`src/hdl/raycast_wall_column_span_macros.svh`:
```
// ----------------------------------------------------------------------------
// Assertion macros
// Wrap concurrent assertions so that synthesis builds see no checks.
// ----------------------------------------------------------------------------
`ifndef RAYCAST_WALL_COLUMN_SPAN_MACROS_SVH
`define RAYCAST_WALL_COLUMN_SPAN_MACROS_SVH
`ifndef SYNTHESIS
`define RWCS_ASSERT(lbl, clk, rst, prop) \
   lbl: assert property (@(posedge clk) disable iff (rst) (prop)) \
      else $error("rwcs assertion failed");
`define RWCS_CHECK(lbl, prop) `RWCS_ASSERT(lbl, clock, reset, prop)
`else
`define RWCS_ASSERT(lbl, clk, rst, prop)
`define RWCS_CHECK(lbl, prop)
`endif
`endif

```
`src/hdl/rwcs_pkg.sv`:
```
// ----------------------------------------------------------------------------
// rwcs_pkg
// Constants, codes and shared types of the wall column renderer.
// ----------------------------------------------------------------------------
package rwcs_pkg;
   localparam int SCREEN_HEIGHT = 512;
   localparam int TEXTURE_SIZE  = 64;

   localparam int ROW_W  = $clog2(SCREEN_HEIGHT) + 1;
   localparam int TEX_W  = $clog2(TEXTURE_SIZE);
   localparam int DVD_W  = $clog2(SCREEN_HEIGHT) + 17;
   localparam int CNT_W  = $clog2(DVD_W + 1);
   localparam int POS_W  = 24;
   localparam int DIR_W  = 16;
   localparam int RGB_W  = 24;
   localparam int COL_W  = 11;
   localparam int FRAC_W = 16;
   localparam int TPOS_W = 32;
   localparam int PROD_W = POS_W + 1 + DIR_W;
   localparam int CSR_IDX_W = 2;

   localparam logic [DVD_W-1:0] LH_NUM   = DVD_W'(SCREEN_HEIGHT * 65536);
   localparam logic [DVD_W-1:0] STEP_NUM = DVD_W'(TEXTURE_SIZE * 65536);
   localparam logic [DVD_W-1:0] HALF_H   = DVD_W'(SCREEN_HEIGHT / 2);

   localparam logic [CSR_IDX_W-1:0] CSR_CEILING = 2'd0;
   localparam logic [CSR_IDX_W-1:0] CSR_FLOOR   = 2'd1;

   localparam logic [1:0] KIND_CEILING = 2'd0;
   localparam logic [1:0] KIND_WALL    = 2'd1;
   localparam logic [1:0] KIND_FLOOR   = 2'd2;

   localparam logic [1:0] FACE_NORTH = 2'd0;
   localparam logic [1:0] FACE_SOUTH = 2'd1;
   localparam logic [1:0] FACE_WEST  = 2'd2;
   localparam logic [1:0] FACE_EAST  = 2'd3;

   typedef enum logic [2:0] {
      ST_IDLE,
      ST_MUL,
      ST_DIV_LH,
      ST_SPAN,
      ST_DIV_STEP,
      ST_POS
   } ctrl_state_type;

   typedef struct packed {
      logic capture;
      logic pixel;
      logic mul_load;
      logic div_start;
      logic div_sel;
      logic lh_load;
      logic span_load;
      logic step_load;
      logic pos_load;
   } ctrl_cmd_type;

   typedef struct packed {
      logic div_done;
   } dp_status_type;
endpackage

```
`src/hdl/rwcs_divider.sv`:
```
// ----------------------------------------------------------------------------
// rwcs_divider
// Restoring unsigned divider, one quotient bit per cycle.
// ----------------------------------------------------------------------------
module rwcs_divider (
   input  logic                        clock,
   input  logic                        reset,
   input  logic                        start,
   input  logic [rwcs_pkg::DVD_W-1:0]  dividend,
   input  logic [rwcs_pkg::DVD_W-1:0]  divisor,
   output logic [rwcs_pkg::DVD_W-1:0]  quotient,
   output logic                        done
);
   localparam int W = rwcs_pkg::DVD_W;

   logic [W-1:0] rem_ff, rem_in;
   logic [W-1:0] quo_ff, quo_in;
   logic [W-1:0] dsr_ff, dsr_in;
   logic [rwcs_pkg::CNT_W-1:0] cnt_ff, cnt_in;
   logic run_ff, run_in;
   logic done_ff, done_in;
   logic [W:0] trial;
   logic fits;

   always_comb begin
      trial  = {rem_ff, quo_ff[W-1]};
      fits   = trial >= {1'b0, dsr_ff};
      rem_in = rem_ff;
      quo_in = quo_ff;
      dsr_in = dsr_ff;
      cnt_in = cnt_ff;
      run_in = run_ff;
      done_in = 1'b0;
      if (start) begin
         rem_in = '0;
         quo_in = dividend;
         dsr_in = divisor;
         cnt_in = rwcs_pkg::CNT_W'(W);
         run_in = 1'b1;
      end else if (run_ff) begin
         rem_in = fits ? W'(trial - {1'b0, dsr_ff}) : W'(trial);
         quo_in = {quo_ff[W-2:0], fits};
         cnt_in = cnt_ff - 1'b1;
         if (cnt_ff == rwcs_pkg::CNT_W'(1)) begin
            run_in  = 1'b0;
            done_in = 1'b1;
         end
      end
   end

   always_ff @(posedge clock) begin
      rem_ff <= rem_in;
      quo_ff <= quo_in;
      dsr_ff <= dsr_in;
      cnt_ff <= cnt_in;
      if (reset) begin
         run_ff  <= 1'b0;
         done_ff <= 1'b0;
      end else begin
         run_ff  <= run_in;
         done_ff <= done_in;
      end
   end

   assign quotient = quo_ff;
   assign done     = done_ff;
endmodule

```
`src/hdl/rwcs_datapath.sv`:
```
// ----------------------------------------------------------------------------
// rwcs_datapath
// Column set-up arithmetic, column state, pixel generation and output register.
// ----------------------------------------------------------------------------
module rwcs_datapath (
   input  logic                             clock,
   input  logic                             reset,
   input  rwcs_pkg::ctrl_cmd_type           cmd,
   output rwcs_pkg::dp_status_type          status,
   input  logic                             csr_wen,
   input  logic [rwcs_pkg::CSR_IDX_W-1:0]   csr_index,
   input  logic [rwcs_pkg::RGB_W-1:0]       csr_wdata,
   input  logic [rwcs_pkg::COL_W-1:0]       req_column_index,
   input  logic                             req_hit_side,
   input  logic [rwcs_pkg::POS_W-1:0]       req_player_x,
   input  logic [rwcs_pkg::POS_W-1:0]       req_player_y,
   input  logic signed [rwcs_pkg::DIR_W-1:0] req_dir_x,
   input  logic signed [rwcs_pkg::DIR_W-1:0] req_dir_y,
   input  logic [rwcs_pkg::POS_W-1:0]       req_side_dist_x_in,
   input  logic [rwcs_pkg::POS_W-1:0]       req_side_dist_y_in,
   input  logic [rwcs_pkg::POS_W-1:0]       req_delta_x_in,
   input  logic [rwcs_pkg::POS_W-1:0]       req_delta_y_in,
   input  logic                             rsp_stall,
   output logic                             rsp_valid,
   output logic [10:0]                      rsp_pixel_column,
   output logic [8:0]                       rsp_pixel_row,
   output logic [1:0]                       rsp_pixel_kind,
   output logic [23:0]                      rsp_flat_rgb,
   output logic [1:0]                       rsp_wall_face,
   output logic [5:0]                       rsp_texel_x,
   output logic [5:0]                       rsp_texel_y,
   output logic                             rsp_column_done
);
   localparam int W  = rwcs_pkg::DVD_W;
   localparam int RW = rwcs_pkg::ROW_W;
   localparam int TW = rwcs_pkg::TEX_W;

   logic [rwcs_pkg::RGB_W-1:0] ceiling_ff, floor_ff;

   logic                        side_ff;
   logic signed [rwcs_pkg::DIR_W-1:0] dir_x_ff, dir_y_ff;
   logic [rwcs_pkg::POS_W-1:0]  dist_ff, dist_in;
   logic [rwcs_pkg::FRAC_W-1:0] opos_ff;
   logic [rwcs_pkg::COL_W-1:0]  col_req_ff;
   logic signed [rwcs_pkg::PROD_W-1:0] prod_ff, prod_in;
   logic signed [rwcs_pkg::POS_W:0]   dist_s;
   logic signed [rwcs_pkg::DIR_W-1:0] dir_s;
   logic [W-1:0] lh_ff, off_ff, off_in;

   logic [rwcs_pkg::COL_W-1:0]  column_ff;
   logic [RW-1:0]               row_ff, start_ff, end_ff, start_in, end_in;
   logic [TW-1:0]               tex_col_ff, tex_col_in;
   logic [rwcs_pkg::TPOS_W-1:0] tex_pos_ff, tex_step_ff;
   logic [1:0]                  face_ff, face_in;

   logic [W-1:0] half, end_sum, div_dividend, div_divisor, quotient;
   logic [rwcs_pkg::FRAC_W-1:0] frac;
   logic [rwcs_pkg::POS_W-1:0]  sd_sel, dd_sel;
   logic mirror, row_live, emit, div_done;

   logic        rsp_valid_ff, rsp_valid_in;
   logic [10:0] o_col_ff;
   logic [8:0]  o_row_ff;
   logic [1:0]  o_kind_ff, o_kind_in, o_face_ff, o_face_in;
   logic [23:0] o_rgb_ff, o_rgb_in;
   logic [5:0]  o_tx_ff, o_tx_in, o_ty_ff, o_ty_in;
   logic        o_done_ff;

   rwcs_divider u_div (
      .clock    (clock),
      .reset    (reset),
      .start    (cmd.div_start),
      .dividend (div_dividend),
      .divisor  (div_divisor),
      .quotient (quotient),
      .done     (div_done)
   );

   assign status.div_done = div_done;

   always_comb begin
      sd_sel  = req_hit_side ? req_side_dist_y_in : req_side_dist_x_in;
      dd_sel  = req_hit_side ? req_delta_y_in : req_delta_x_in;
      dist_in = (sd_sel < dd_sel) ? '0 : sd_sel - dd_sel;
      dist_s  = {1'b0, dist_ff};
      dir_s   = side_ff ? dir_x_ff : dir_y_ff;
      prod_in = dist_s * dir_s;
      div_dividend = cmd.div_sel ? rwcs_pkg::STEP_NUM : rwcs_pkg::LH_NUM;
      if (cmd.div_sel)
         div_divisor = lh_ff;
      else
         div_divisor = (dist_ff == '0) ? W'(1) : W'(dist_ff);
   end

   // span, texture column and face from line height and product
   always_comb begin
      half    = lh_ff >> 1;
      end_sum = half + rwcs_pkg::HALF_H;
      if (half >= rwcs_pkg::HALF_H) begin
         start_in = '0;
         off_in   = half - rwcs_pkg::HALF_H;
      end else begin
         start_in = RW'(rwcs_pkg::HALF_H - half);
         off_in   = '0;
      end
      end_in = (end_sum >= W'(rwcs_pkg::SCREEN_HEIGHT)) ?
               RW'(rwcs_pkg::SCREEN_HEIGHT - 1) : RW'(end_sum);
      // floor shift of the product: low bits of the sum need only bits 29:14
      frac   = opos_ff + prod_ff[14 +: rwcs_pkg::FRAC_W];
      mirror = (!side_ff && dir_x_ff > 0) || (side_ff && dir_y_ff < 0);
      tex_col_in = mirror ? ~frac[rwcs_pkg::FRAC_W-1 -: TW]
                          : frac[rwcs_pkg::FRAC_W-1 -: TW];
      if (!side_ff)
         face_in = (dir_x_ff < 0) ? rwcs_pkg::FACE_NORTH : rwcs_pkg::FACE_SOUTH;
      else
         face_in = (dir_y_ff < 0) ? rwcs_pkg::FACE_WEST : rwcs_pkg::FACE_EAST;
   end

   // pixel classification
   always_comb begin
      row_live  = row_ff < RW'(rwcs_pkg::SCREEN_HEIGHT);
      emit      = cmd.pixel && row_live;
      o_kind_in = rwcs_pkg::KIND_FLOOR;
      o_rgb_in  = floor_ff;
      o_face_in = '0;
      o_tx_in   = '0;
      o_ty_in   = '0;
      if (row_ff < start_ff) begin
         o_kind_in = rwcs_pkg::KIND_CEILING;
         o_rgb_in  = ceiling_ff;
      end else if (row_ff <= end_ff) begin
         o_kind_in = rwcs_pkg::KIND_WALL;
         o_rgb_in  = '0;
         o_face_in = face_ff;
         o_tx_in   = 6'(tex_col_ff);
         o_ty_in   = 6'(tex_pos_ff[16 +: TW]);
      end
      rsp_valid_in = emit || (rsp_valid_ff && rsp_stall);
   end

   always_ff @(posedge clock) begin
      if (cmd.capture) begin
         side_ff    <= req_hit_side;
         dir_x_ff   <= req_dir_x;
         dir_y_ff   <= req_dir_y;
         dist_ff    <= dist_in;
         opos_ff    <= req_hit_side ? req_player_x[rwcs_pkg::FRAC_W-1:0]
                                    : req_player_y[rwcs_pkg::FRAC_W-1:0];
         col_req_ff <= req_column_index;
      end
      if (cmd.mul_load) prod_ff <= prod_in;
      if (cmd.lh_load)  lh_ff   <= quotient;
      if (cmd.span_load) off_ff <= off_in;
      if (emit) begin
         o_col_ff  <= column_ff;
         o_row_ff  <= 9'(row_ff);
         o_kind_ff <= o_kind_in;
         o_rgb_ff  <= o_rgb_in;
         o_face_ff <= o_face_in;
         o_tx_ff   <= o_tx_in;
         o_ty_ff   <= o_ty_in;
         o_done_ff <= row_ff == RW'(rwcs_pkg::SCREEN_HEIGHT - 1);
      end
      if (reset) begin
         ceiling_ff   <= '0;
         floor_ff     <= '0;
         column_ff    <= '0;
         row_ff       <= '0;
         start_ff     <= '0;
         end_ff       <= '0;
         tex_col_ff   <= '0;
         tex_pos_ff   <= '0;
         tex_step_ff  <= '0;
         face_ff      <= '0;
         rsp_valid_ff <= 1'b0;
      end else begin
         rsp_valid_ff <= rsp_valid_in;
         if (csr_wen && csr_index == rwcs_pkg::CSR_CEILING) ceiling_ff <= csr_wdata;
         if (csr_wen && csr_index == rwcs_pkg::CSR_FLOOR)   floor_ff   <= csr_wdata;
         if (cmd.span_load) begin
            start_ff   <= start_in;
            end_ff     <= end_in;
            tex_col_ff <= tex_col_in;
            face_ff    <= face_in;
            column_ff  <= col_req_ff;
         end
         if (cmd.step_load)
            tex_step_ff <= (lh_ff == '0) ? '0 : rwcs_pkg::TPOS_W'(quotient);
         if (cmd.pos_load) begin
            tex_pos_ff <= rwcs_pkg::TPOS_W'(off_ff * tex_step_ff);
            row_ff     <= '0;
         end else if (emit) begin
            row_ff <= row_ff + 1'b1;
            if (o_kind_in == rwcs_pkg::KIND_WALL)
               tex_pos_ff <= tex_pos_ff + tex_step_ff;
         end
      end
   end

   assign rsp_valid        = rsp_valid_ff;
   assign rsp_pixel_column = o_col_ff;
   assign rsp_pixel_row    = o_row_ff;
   assign rsp_pixel_kind   = o_kind_ff;
   assign rsp_flat_rgb     = o_rgb_ff;
   assign rsp_wall_face    = o_face_ff;
   assign rsp_texel_x      = o_tx_ff;
   assign rsp_texel_y      = o_ty_ff;
   assign rsp_column_done  = o_done_ff;
endmodule

```
`src/hdl/rwcs_ctrl.sv`:
```
// ----------------------------------------------------------------------------
// rwcs_ctrl
// Sequencer for column set-up; passes pixel items straight to the datapath.
// ----------------------------------------------------------------------------
`include "raycast_wall_column_span_macros.svh"
module rwcs_ctrl (
   input  logic                     clock,
   input  logic                     reset,
   input  logic                     req_accept,
   input  logic                     req_command,
   input  rwcs_pkg::dp_status_type  status,
   output rwcs_pkg::ctrl_cmd_type   cmd,
   output logic                     busy
);
   rwcs_pkg::ctrl_state_type state_ff, state_in;

   always_comb begin
      state_in = state_ff;
      unique case (state_ff)
         rwcs_pkg::ST_IDLE:
            if (req_accept && !req_command) state_in = rwcs_pkg::ST_MUL;
         rwcs_pkg::ST_MUL:      state_in = rwcs_pkg::ST_DIV_LH;
         rwcs_pkg::ST_DIV_LH:
            if (status.div_done) state_in = rwcs_pkg::ST_SPAN;
         rwcs_pkg::ST_SPAN:     state_in = rwcs_pkg::ST_DIV_STEP;
         rwcs_pkg::ST_DIV_STEP:
            if (status.div_done) state_in = rwcs_pkg::ST_POS;
         rwcs_pkg::ST_POS:      state_in = rwcs_pkg::ST_IDLE;
         default:               state_in = rwcs_pkg::ST_IDLE;
      endcase
   end

   always_comb begin
      cmd  = '0;
      busy = state_ff != rwcs_pkg::ST_IDLE;
      unique case (state_ff)
         rwcs_pkg::ST_IDLE: begin
            cmd.capture = req_accept && !req_command;
            cmd.pixel   = req_accept && req_command;
         end
         rwcs_pkg::ST_MUL: begin
            cmd.mul_load  = 1'b1;
            cmd.div_start = 1'b1;
         end
         rwcs_pkg::ST_DIV_LH:   cmd.lh_load = status.div_done;
         rwcs_pkg::ST_SPAN: begin
            cmd.span_load = 1'b1;
            cmd.div_start = 1'b1;
            cmd.div_sel   = 1'b1;
         end
         rwcs_pkg::ST_DIV_STEP: cmd.step_load = status.div_done;
         rwcs_pkg::ST_POS:      cmd.pos_load = 1'b1;
         default:               cmd = '0;
      endcase
   end

   always_ff @(posedge clock) begin
      if (reset) state_ff <= rwcs_pkg::ST_IDLE;
      else       state_ff <= state_in;
   end

   `RWCS_CHECK(a_capture_starts_setup, cmd.capture |=> state_ff == rwcs_pkg::ST_MUL)
   `RWCS_CHECK(a_div_done_when_waiting, status.div_done |-> (state_ff == rwcs_pkg::ST_DIV_LH || state_ff == rwcs_pkg::ST_DIV_STEP))
   `RWCS_CHECK(a_no_pixel_in_setup, busy |-> !cmd.pixel && !cmd.capture)
endmodule

```
`src/hdl/raycast_wall_column_span.sv`:
```
// ----------------------------------------------------------------------------
// raycast_wall_column_span
// Textured wall column renderer: one ray hit in, one column of pixels out.
// ----------------------------------------------------------------------------
//  channel | direction | handshake        | payload
//  req_    | in        | req_valid/stall  | command, ray hit fields
//  rsp_    | out       | rsp_valid/stall  | one pixel per pixel item on rows 0-511
//  csr_    | in        | csr_wen          | index 0 ceiling, 1 floor colour
//
//  With the result side ready, pixels stream one per cycle through the
//  output register.
//  A begin item makes two passes of the shared one-bit-per-cycle divider,
//  first for the line height, then for the texture step.
//  Reset is synchronous and clears all column state to column 0 whose wall
//  span is row 0 alone.
//  A stalled result holds the input side for every item until it is taken.
// ----------------------------------------------------------------------------
module raycast_wall_column_span (
   input  logic                             clock,
   input  logic                             reset,
   input  logic                             req_valid,
   output logic                             req_stall,
   input  logic                             req_command,
   input  logic [10:0]                      req_column_index,
   input  logic                             req_hit_side,
   input  logic [23:0]                      req_player_x,
   input  logic [23:0]                      req_player_y,
   input  logic signed [15:0]               req_dir_x,
   input  logic signed [15:0]               req_dir_y,
   input  logic [23:0]                      req_side_dist_x_in,
   input  logic [23:0]                      req_side_dist_y_in,
   input  logic [23:0]                      req_delta_x_in,
   input  logic [23:0]                      req_delta_y_in,
   output logic                             rsp_valid,
   input  logic                             rsp_stall,
   output logic [10:0]                      rsp_pixel_column,
   output logic [8:0]                       rsp_pixel_row,
   output logic [1:0]                       rsp_pixel_kind,
   output logic [23:0]                      rsp_flat_rgb,
   output logic [1:0]                       rsp_wall_face,
   output logic [5:0]                       rsp_texel_x,
   output logic [5:0]                       rsp_texel_y,
   output logic                             rsp_column_done,
   input  logic                             csr_wen,
   input  logic [rwcs_pkg::CSR_IDX_W-1:0]   csr_index,
   input  logic [23:0]                      csr_wdata
);
   rwcs_pkg::ctrl_cmd_type  cmd;
   rwcs_pkg::dp_status_type status;
   logic busy, req_accept;

   // hold the input during set-up, or while a waiting pixel would be overwritten
   assign req_stall  = busy || (rsp_valid && rsp_stall);
   assign req_accept = req_valid && !req_stall;

   rwcs_ctrl u_ctrl (
      .clock       (clock),
      .reset       (reset),
      .req_accept  (req_accept),
      .req_command (req_command),
      .status      (status),
      .cmd         (cmd),
      .busy        (busy)
   );

   rwcs_datapath u_dp (
      .clock              (clock),
      .reset              (reset),
      .cmd                (cmd),
      .status             (status),
      .csr_wen            (csr_wen),
      .csr_index          (csr_index),
      .csr_wdata          (csr_wdata),
      .req_column_index   (req_column_index),
      .req_hit_side       (req_hit_side),
      .req_player_x       (req_player_x),
      .req_player_y       (req_player_y),
      .req_dir_x          (req_dir_x),
      .req_dir_y          (req_dir_y),
      .req_side_dist_x_in (req_side_dist_x_in),
      .req_side_dist_y_in (req_side_dist_y_in),
      .req_delta_x_in     (req_delta_x_in),
      .req_delta_y_in     (req_delta_y_in),
      .rsp_stall          (rsp_stall),
      .rsp_valid          (rsp_valid),
      .rsp_pixel_column   (rsp_pixel_column),
      .rsp_pixel_row      (rsp_pixel_row),
      .rsp_pixel_kind     (rsp_pixel_kind),
      .rsp_flat_rgb       (rsp_flat_rgb),
      .rsp_wall_face      (rsp_wall_face),
      .rsp_texel_x        (rsp_texel_x),
      .rsp_texel_y        (rsp_texel_y),
      .rsp_column_done    (rsp_column_done)
   );
endmodule
```
`config.mk`:
```
export PLATFORM = sky130hd
export DESIGN_NAME = raycast_wall_column_span
export DESIGN_NICKNAME = d
export VERILOG_FILES = /design/src/hdl/rwcs_pkg.sv /design/src/hdl/rwcs_divider.sv /design/src/hdl/rwcs_datapath.sv /design/src/hdl/rwcs_ctrl.sv /design/src/hdl/raycast_wall_column_span.sv
export VERILOG_INCLUDE_DIRS = /design/src /design/src/hdl
export SDC_FILE = /design/constraint.sdc
export NUM_CORES = 2
export LEC_CHECK = 0
export BUFFER_PORTS_ARGS = -buffer_cell sky130_fd_sc_hd__buf_4
export CORE_MARGIN = 4
export CORE_UTILIZATION = 45
export CTS_CLUSTER_SIZE = 8
export DETAILED_ROUTE_END_ITERATION = 10
export SYNTH_ARGS = -nofsm -noshare
export SYNTH_HDL_FRONTEND = slang
export SYNTH_SLANG_ARGS = --single-unit
```
`constraint.sdc`:
```
create_clock -name clock -period 7 [get_ports clock]
set_input_delay 0.7 -clock clock [delete_from_list [all_inputs] [get_ports clock]]
set_output_delay 0.7 -clock clock [all_outputs]
set_load 0.01 [all_outputs]
```
# Word-level counts from Yosys, hierarchy flattened
# Cells that the tools add are included.
[totals] output_inout_bits=63 input_bits=220 elab_cells=139 reg_bits=477
[op_classes] multipliers=2 n_eq_ne=12 reduce_logical=29 n_lt_le_gt_ge=10 mux=39 bitwise=3 add_sub_neg=9
[ops] operator="$mux 26" count=6
[ops] operator="$mux 24" count=5
[ops] operator="$mux 32" count=3
[ops] operator="$add 32x32->32" count=1
[ops] operator="$lt 16x1->1 const B" count=2
[ops] operator="$mul 26x32->32" count=1
[ops] operator="$mux 16" count=2
[ops] operator="$mul 25x16->30" count=1
[ops] operator="$ge 27x26->1" count=1
[ops] operator="$add 25x9->26 const B" count=1
[ops] operator="$ge 26x10->1 const B" count=1
[ops] operator="$logic_not 26->1" count=1
[ops] operator="$sub 25x9->26 const B" count=1
[ops] operator="$sub 26x26->26" count=1
[ops] operator="$ge 25x9->1 const B" count=1
[ops] operator="$logic_not 24->1" count=1
[ops] operator="$lt 24x24->1" count=1
[ops] operator="$sub 24x24->24" count=1
[ops] operator="$mux 10" count=2
[ops] operator="$add 16x16->16" count=1
[ops] operator="$gt 16x1->1 const B" count=1
[ops] operator="$pmux 3 s5" count=1
[ops] operator="$mux 1" count=12
[ops] operator="$add 10x1->10 const B" count=1
[ops] operator="28 further kinds" count=55

# Longest topological paths before layout
[depth] word_depth=9 ltp_mapped=28 ltp_nobuf=25

# Hierarchy
# From an unflattened synthesis, not the netlist that was laid out.
[hier_totals] hier_cells=4103 hier_area_um2=39779.4
[modules_own_cells] module="rwcs_datapath" n_inst=1 seq_area_each_um2=9118.7 area_per_inst_um2=34658.2 cells_per_inst=3590
[modules_own_cells] module="rwcs_divider" n_inst=1 seq_area_each_um2=2222.1 area_per_inst_um2=4877.2 cells_per_inst=484
[modules_own_cells] module="rwcs_ctrl" n_inst=1 seq_area_each_um2=60.1 area_per_inst_um2=226.5 cells_per_inst=26
[modules_own_cells] module="raycast_wall_column_span" n_inst=1 seq_area_each_um2=0.0 area_per_inst_um2=17.5 cells_per_inst=3

# Worst setup path after synthesis
# No wires, ideal clock.
[synth_path] path_kind="reg2reg" from="register u_dp.side_ff" to="register u_dp.prod_ff[29] (netlist bit), data pin" setup_ps=260 t_required_ps=6740 t_arrival_ps=6332 synth_period_minus_slack_ps=6592 path_stages_with_launch=27 n_path_buf=3 path_slack_ps=408 path_cell_list="edfxtp_1 > buf_6 > buf_2 > mux2_2 > clkbuf_1 > and2_1 > fa_1 > inv_1 > fa_1 > fa_1 > inv_1 > fa_1 > fa_1 > inv_1 > fa_1 > inv_1 > ha_1 > o21a_1 > nor2_1 > or3_1 > o22ai_2 > a21oi_2 > o31a_1 > o21ai_1 > a31oi_1 > o21bai_1 > xnor2_1"
[synth_via] elab_chain_cells=2
[synth_rtl] item="from (decl)" line_no="rwcs_datapath.sv:40" source="logic side_ff;"
[synth_rtl] item="from (signal assigned)" line_no="rwcs_datapath.sv:143" source="side_ff <= req_hit_side;"
[synth_rtl] item="$mux 16" line_no="rwcs_datapath.sv:86" source="dir_s = side_ff ? dir_x_ff : dir_y_ff;"
[synth_rtl] item="$mul 25x16->30" line_no="rwcs_datapath.sv:87" source="prod_in = dist_s * dir_s;"
[synth_rtl] item="via u_dp.prod_in, one bit" line_no="rwcs_datapath.sv:45" source="logic signed [rwcs_pkg::PROD_W-1:0] prod_ff, prod_in;"
[synth_rtl] item="to (signal assigned)" line_no="rwcs_datapath.sv:151" source="if (cmd.mul_load) prod_ff <= prod_in;"
[synth_rtl] item="to (decl)" line_no="rwcs_datapath.sv:45"
# The timed path passes the listed nets, and every way through them passes these cells.
# A chain may end at the register's enable or synchronous reset.

# Worst setup path in the final report
# Ends and elaborated chain as after synthesis.

==> flow_summary.toml <==
[timing]
max_freq_mhz = 147
setup_violations = 0
worstMarginPinSlew_ns = 1.18
fin_skew_ns = 0.0297
fin_crit_ns = 6.81
setup_tns_ns = 0
finalHoldViolCount = 0
slew_headroom = 0.213
rsz0062_at_grt = "true"
timing.final.crit_share = 0.972
slew_violations = 0

[power]
p_sw_frac = 0.447
p_leak_nw = 20.3
p_int_w = 0.0114
p_seq_frac = 0.188
p_comb_frac = 0.665
power.switching_w = 0.00919
cellPowerDensity_nw_per_um2 = 458
p_total_w = 0.0205
p_clk_frac = 0.147
ir_worst_vdd_uv = 1190

[finish]
layout-drive-gt1-share = 0.129
fill_cells = 7984
nets = 5291
multi_input_area_um2 = 24700
syn_to_final_growth_pct = 14.8
fin_area_um2 = 44800
finalNonFillerCells = 5547
final_util = 0.523
seq_area_um2 = 11400

[critical_path]
critical-path-top-delay-family = "adder cells"
worst-path-buf-inv = 6
crit_arrival_ns = 7.12
crit_path_end_kind = "flop"
start_kind = "flop"
critPathMaxFanout = 5
crit_type = "reg -> reg"
timing.rr.end = "u_dp.prod_ff[29]"
critPathMostFrequentCell = "fa_1"
reg2reg_setup_slack_ns = 0.19
critPathMaxStageDelay_ns = 0.53
rr_worst_depth = 25
crit_required_ns = 7.32
r2r-start = "u_dp.side_ff"
critPathSlowestCell = "fa_1"

[grt]
grt_usage = 0.230
grt_pass1_wl_mm = 164
antenna_found_initial = 4
grt_max_degree = 68
grt_pass1_vias = 29600
grt_overflow_total = 0

[placement]
dp.cells = 5415
routabilityCongestion = 0.861
portBuffers = 266
hpwlAfterDp_mm = 79.7
placed_area_um2 = 42600

[die]
ios = 283
fp.dieH_um = 303
num_rows = 107
core_area_um2 = 85700
dieArea_um2 = 91600
chipWidth_um = 303
start_util = 0.456

[detailed_routing]
viasPerCell = 5.16
drt_iter0_markers = 1622
wl_per_cell_um = 18.9
routed_wl_mm = 105
drc = 0
vias = 28600
ant_nets = 0
dr.pass1.iters = 5

[synth]
synth-edff-count = 261
synth_ff_type = "edfxtp_1"
syn_area_um2 = 39100
yosysSeqAreaShare = 0.292
synthCells = 4079
synthTopCellsByArea = "fa_1 23%, edfxtp_1 20%, dfxtp_1 9.1%"
synth_top_area_frac = 0.225
synth.ff_latch_count = 439
ys_warn_count = 0
synthArstFlopShare = 0
syn-num-nets = 5021
syn_area_per_cell_um2 = 9.57
yosysTopAreaCell = "fa_1"
ys_types = 90

[clock_tree]
root_buffer = "clkbuf_16"
cts_htree_levels = 3
ctsLongestPathBuffers = 3
clk_pin_slew_ns = 0.06
numCtsBuffers = 66
cts_tree = "built"
cts_sinks = 439
clock_latency_ns = 0.61

[worst_hold_path]
hold_end = "u_dp.dir_y_ff[5]"
hold_depth = 1
hp-class = "in -> reg"
hp-start = "req_dir_y[5]"

[job]
maxCapViolations = 0

[run_status]
run_status = "complete, no violations"
==> synth_stat cells, drive strengths merged (4+ instances only) <==
cell type	count
a211oi	33
edfxtp	261
a21oi	177
o211ai	6
o21a	19
nand4	18
mux2	54
a31o	4
o21ai	99
fa	439
nand3	40
a22oi	25
a22o	25
buf	25
or2	4
a311oi	6
dfxtp	178
nor2	173
nand2	589
ha	283
o31ai	11
nor3b	5
and2	295
a2111oi	4
nand2b	17
mux2i	40
clkbuf	159
nor2b	43
a21o	48
inv	640
nor4	17
a21boi	4
nor3	42
o21bai	8
a31oi	14
xnor2	131
a221oi	5
and4	4
and3	26
o22ai	6
or3	15
xor2	52
==> repair_timing <==
| item | 4_1_cts | 5_1_grt |
|---|---|---|
| resized for setup | 0 | 25 |
| buffers inserted | 0 | 8 |
| gates cloned | 0 | 2 |
| hold buffers | 0 | 0 |
| pin swaps | 1 | 5 |
| setup endpoints to repair | 1 | 8 |
==> per-stage QoR <==
stage               setup slack (ns)  hold slack (ns)
global placement              0.0778            0.412
global route                 -0.0284            0.244
detailed placement            0.0266            0.417
CTS                           0.0132            0.240
finish                         0.193            0.274
floorplan                      0.408            0.408
==> how the worst max path moves through the flow <==
stage,cells after the start,startpoint,endpoint
2_1_floorplan,26,u_dp.side_ff,u_dp.prod_ff[29]
3_3_place_gp,24,u_dp.side_ff,u_dp.prod_ff[29]
3_5_place_dp,24,u_dp.side_ff,u_dp.prod_ff[29]
4_1_cts,24,u_dp.side_ff,u_dp.prod_ff[29]
5_1_grt,26,u_dp.side_ff,u_dp.prod_ff[26]
6_report,25,u_dp.side_ff,u_dp.prod_ff[29]
==> cell families after synthesis <==
group,Yosys count,share of synthesized area
AND/OR/NAND/NOR,1302,0.159
multiplexers,94,0.0258
XOR/XNOR,183,0.0410
adder cells (fa/ha/maj),722,0.316
buffers and inverters,824,0.0804
AO/OA/AOI/OAI,515,0.0857
flip-flops,439,0.292
==> layer usage <==
metal	wire [um]	track usage
met1	43000	0.292
met2	52400	0.399
met3	5650	0.0404
met4	3730	0.0775
met5	13	0
==> sequential cells by signal (all words and copies together) (netlist names), 11 cells and up <==
signal and cells:
u_dp.dir_y_ff 16, u_dp.dir_x_ff 16, u_dp.column_ff 11, u_dp.opos_ff 16, u_dp.rsp_flat_rgb 24, u_dp.tex_step_ff 22
u_dp.floor_ff 24, u_dp.u_div.quotient 26, u_dp.u_div.dsr_ff 26, u_dp.ceiling_ff 24, u_dp.tex_pos_ff 22, u_dp.rsp_pixel_column 11
u_dp.off_ff 22, u_dp.prod_ff 16, u_dp.lh_ff 26, u_dp.dist_ff 24, u_dp.u_div.rem_ff 26, u_dp.col_req_ff 11
==> cell usage in the layout, fill, tap and decap left out, drive strengths merged, types with 5 or more instances in the layout <==
master  Yosys  layout
a211oi     33      33
a21o       48      48
a21oi     177     177
a221oi      5       5
a22o       25      25
a22oi      25      25
a311oi      6       6
a31oi      14      14
and2      295     295
and3       26      26
buf        25     384
clkbuf    159     110
clkinv      0       7
dfxtp     178     178
edfxtp    261     261
fa        439     439
ha        283     283
inv       640     642
mux2       54      56
mux2i      40      40
nand2     589     589
nand2b     17      17
nand3      40      40
nand4      18      18
nor2      173     173
nor2b      43      43
nor3       42      42
nor3b       5       5
nor4       17      17
o211ai      6       6
o21a       19      19
o21ai      99      99
o21bai      8       8
o22ai       6       6
o31ai      11      11
or3        15      15
xnor2     131     131
xor2       52      52
==> power by group through the flow <==
stage	combinational, W	sequential, W	clock, W
final	0.0137	0.00385	0.00302
after global routing	0.0155	0.00388	0.00322
after CTS	0.0132	0.00385	0.00310
after detailed placement	0.0130	0.00390	0
after global placement	0.0129	0.00390	0
after floorplan	0.00947	0.00382	0
==> cell type report <==
cell class                      count  area share
Multi-Input combinational cell   2818       0.551
Sequential cell                   439       0.255
Timing Repair Buffer              384      0.0647
Inverter                          640      0.0536
Clock buffer                      110      0.0417
Tap cell                         1144      0.0319
Clock inverter                      9     0.00288
Antenna cell                        3    0.000167
Note: power is estimated with default switching activity, not from simulation.
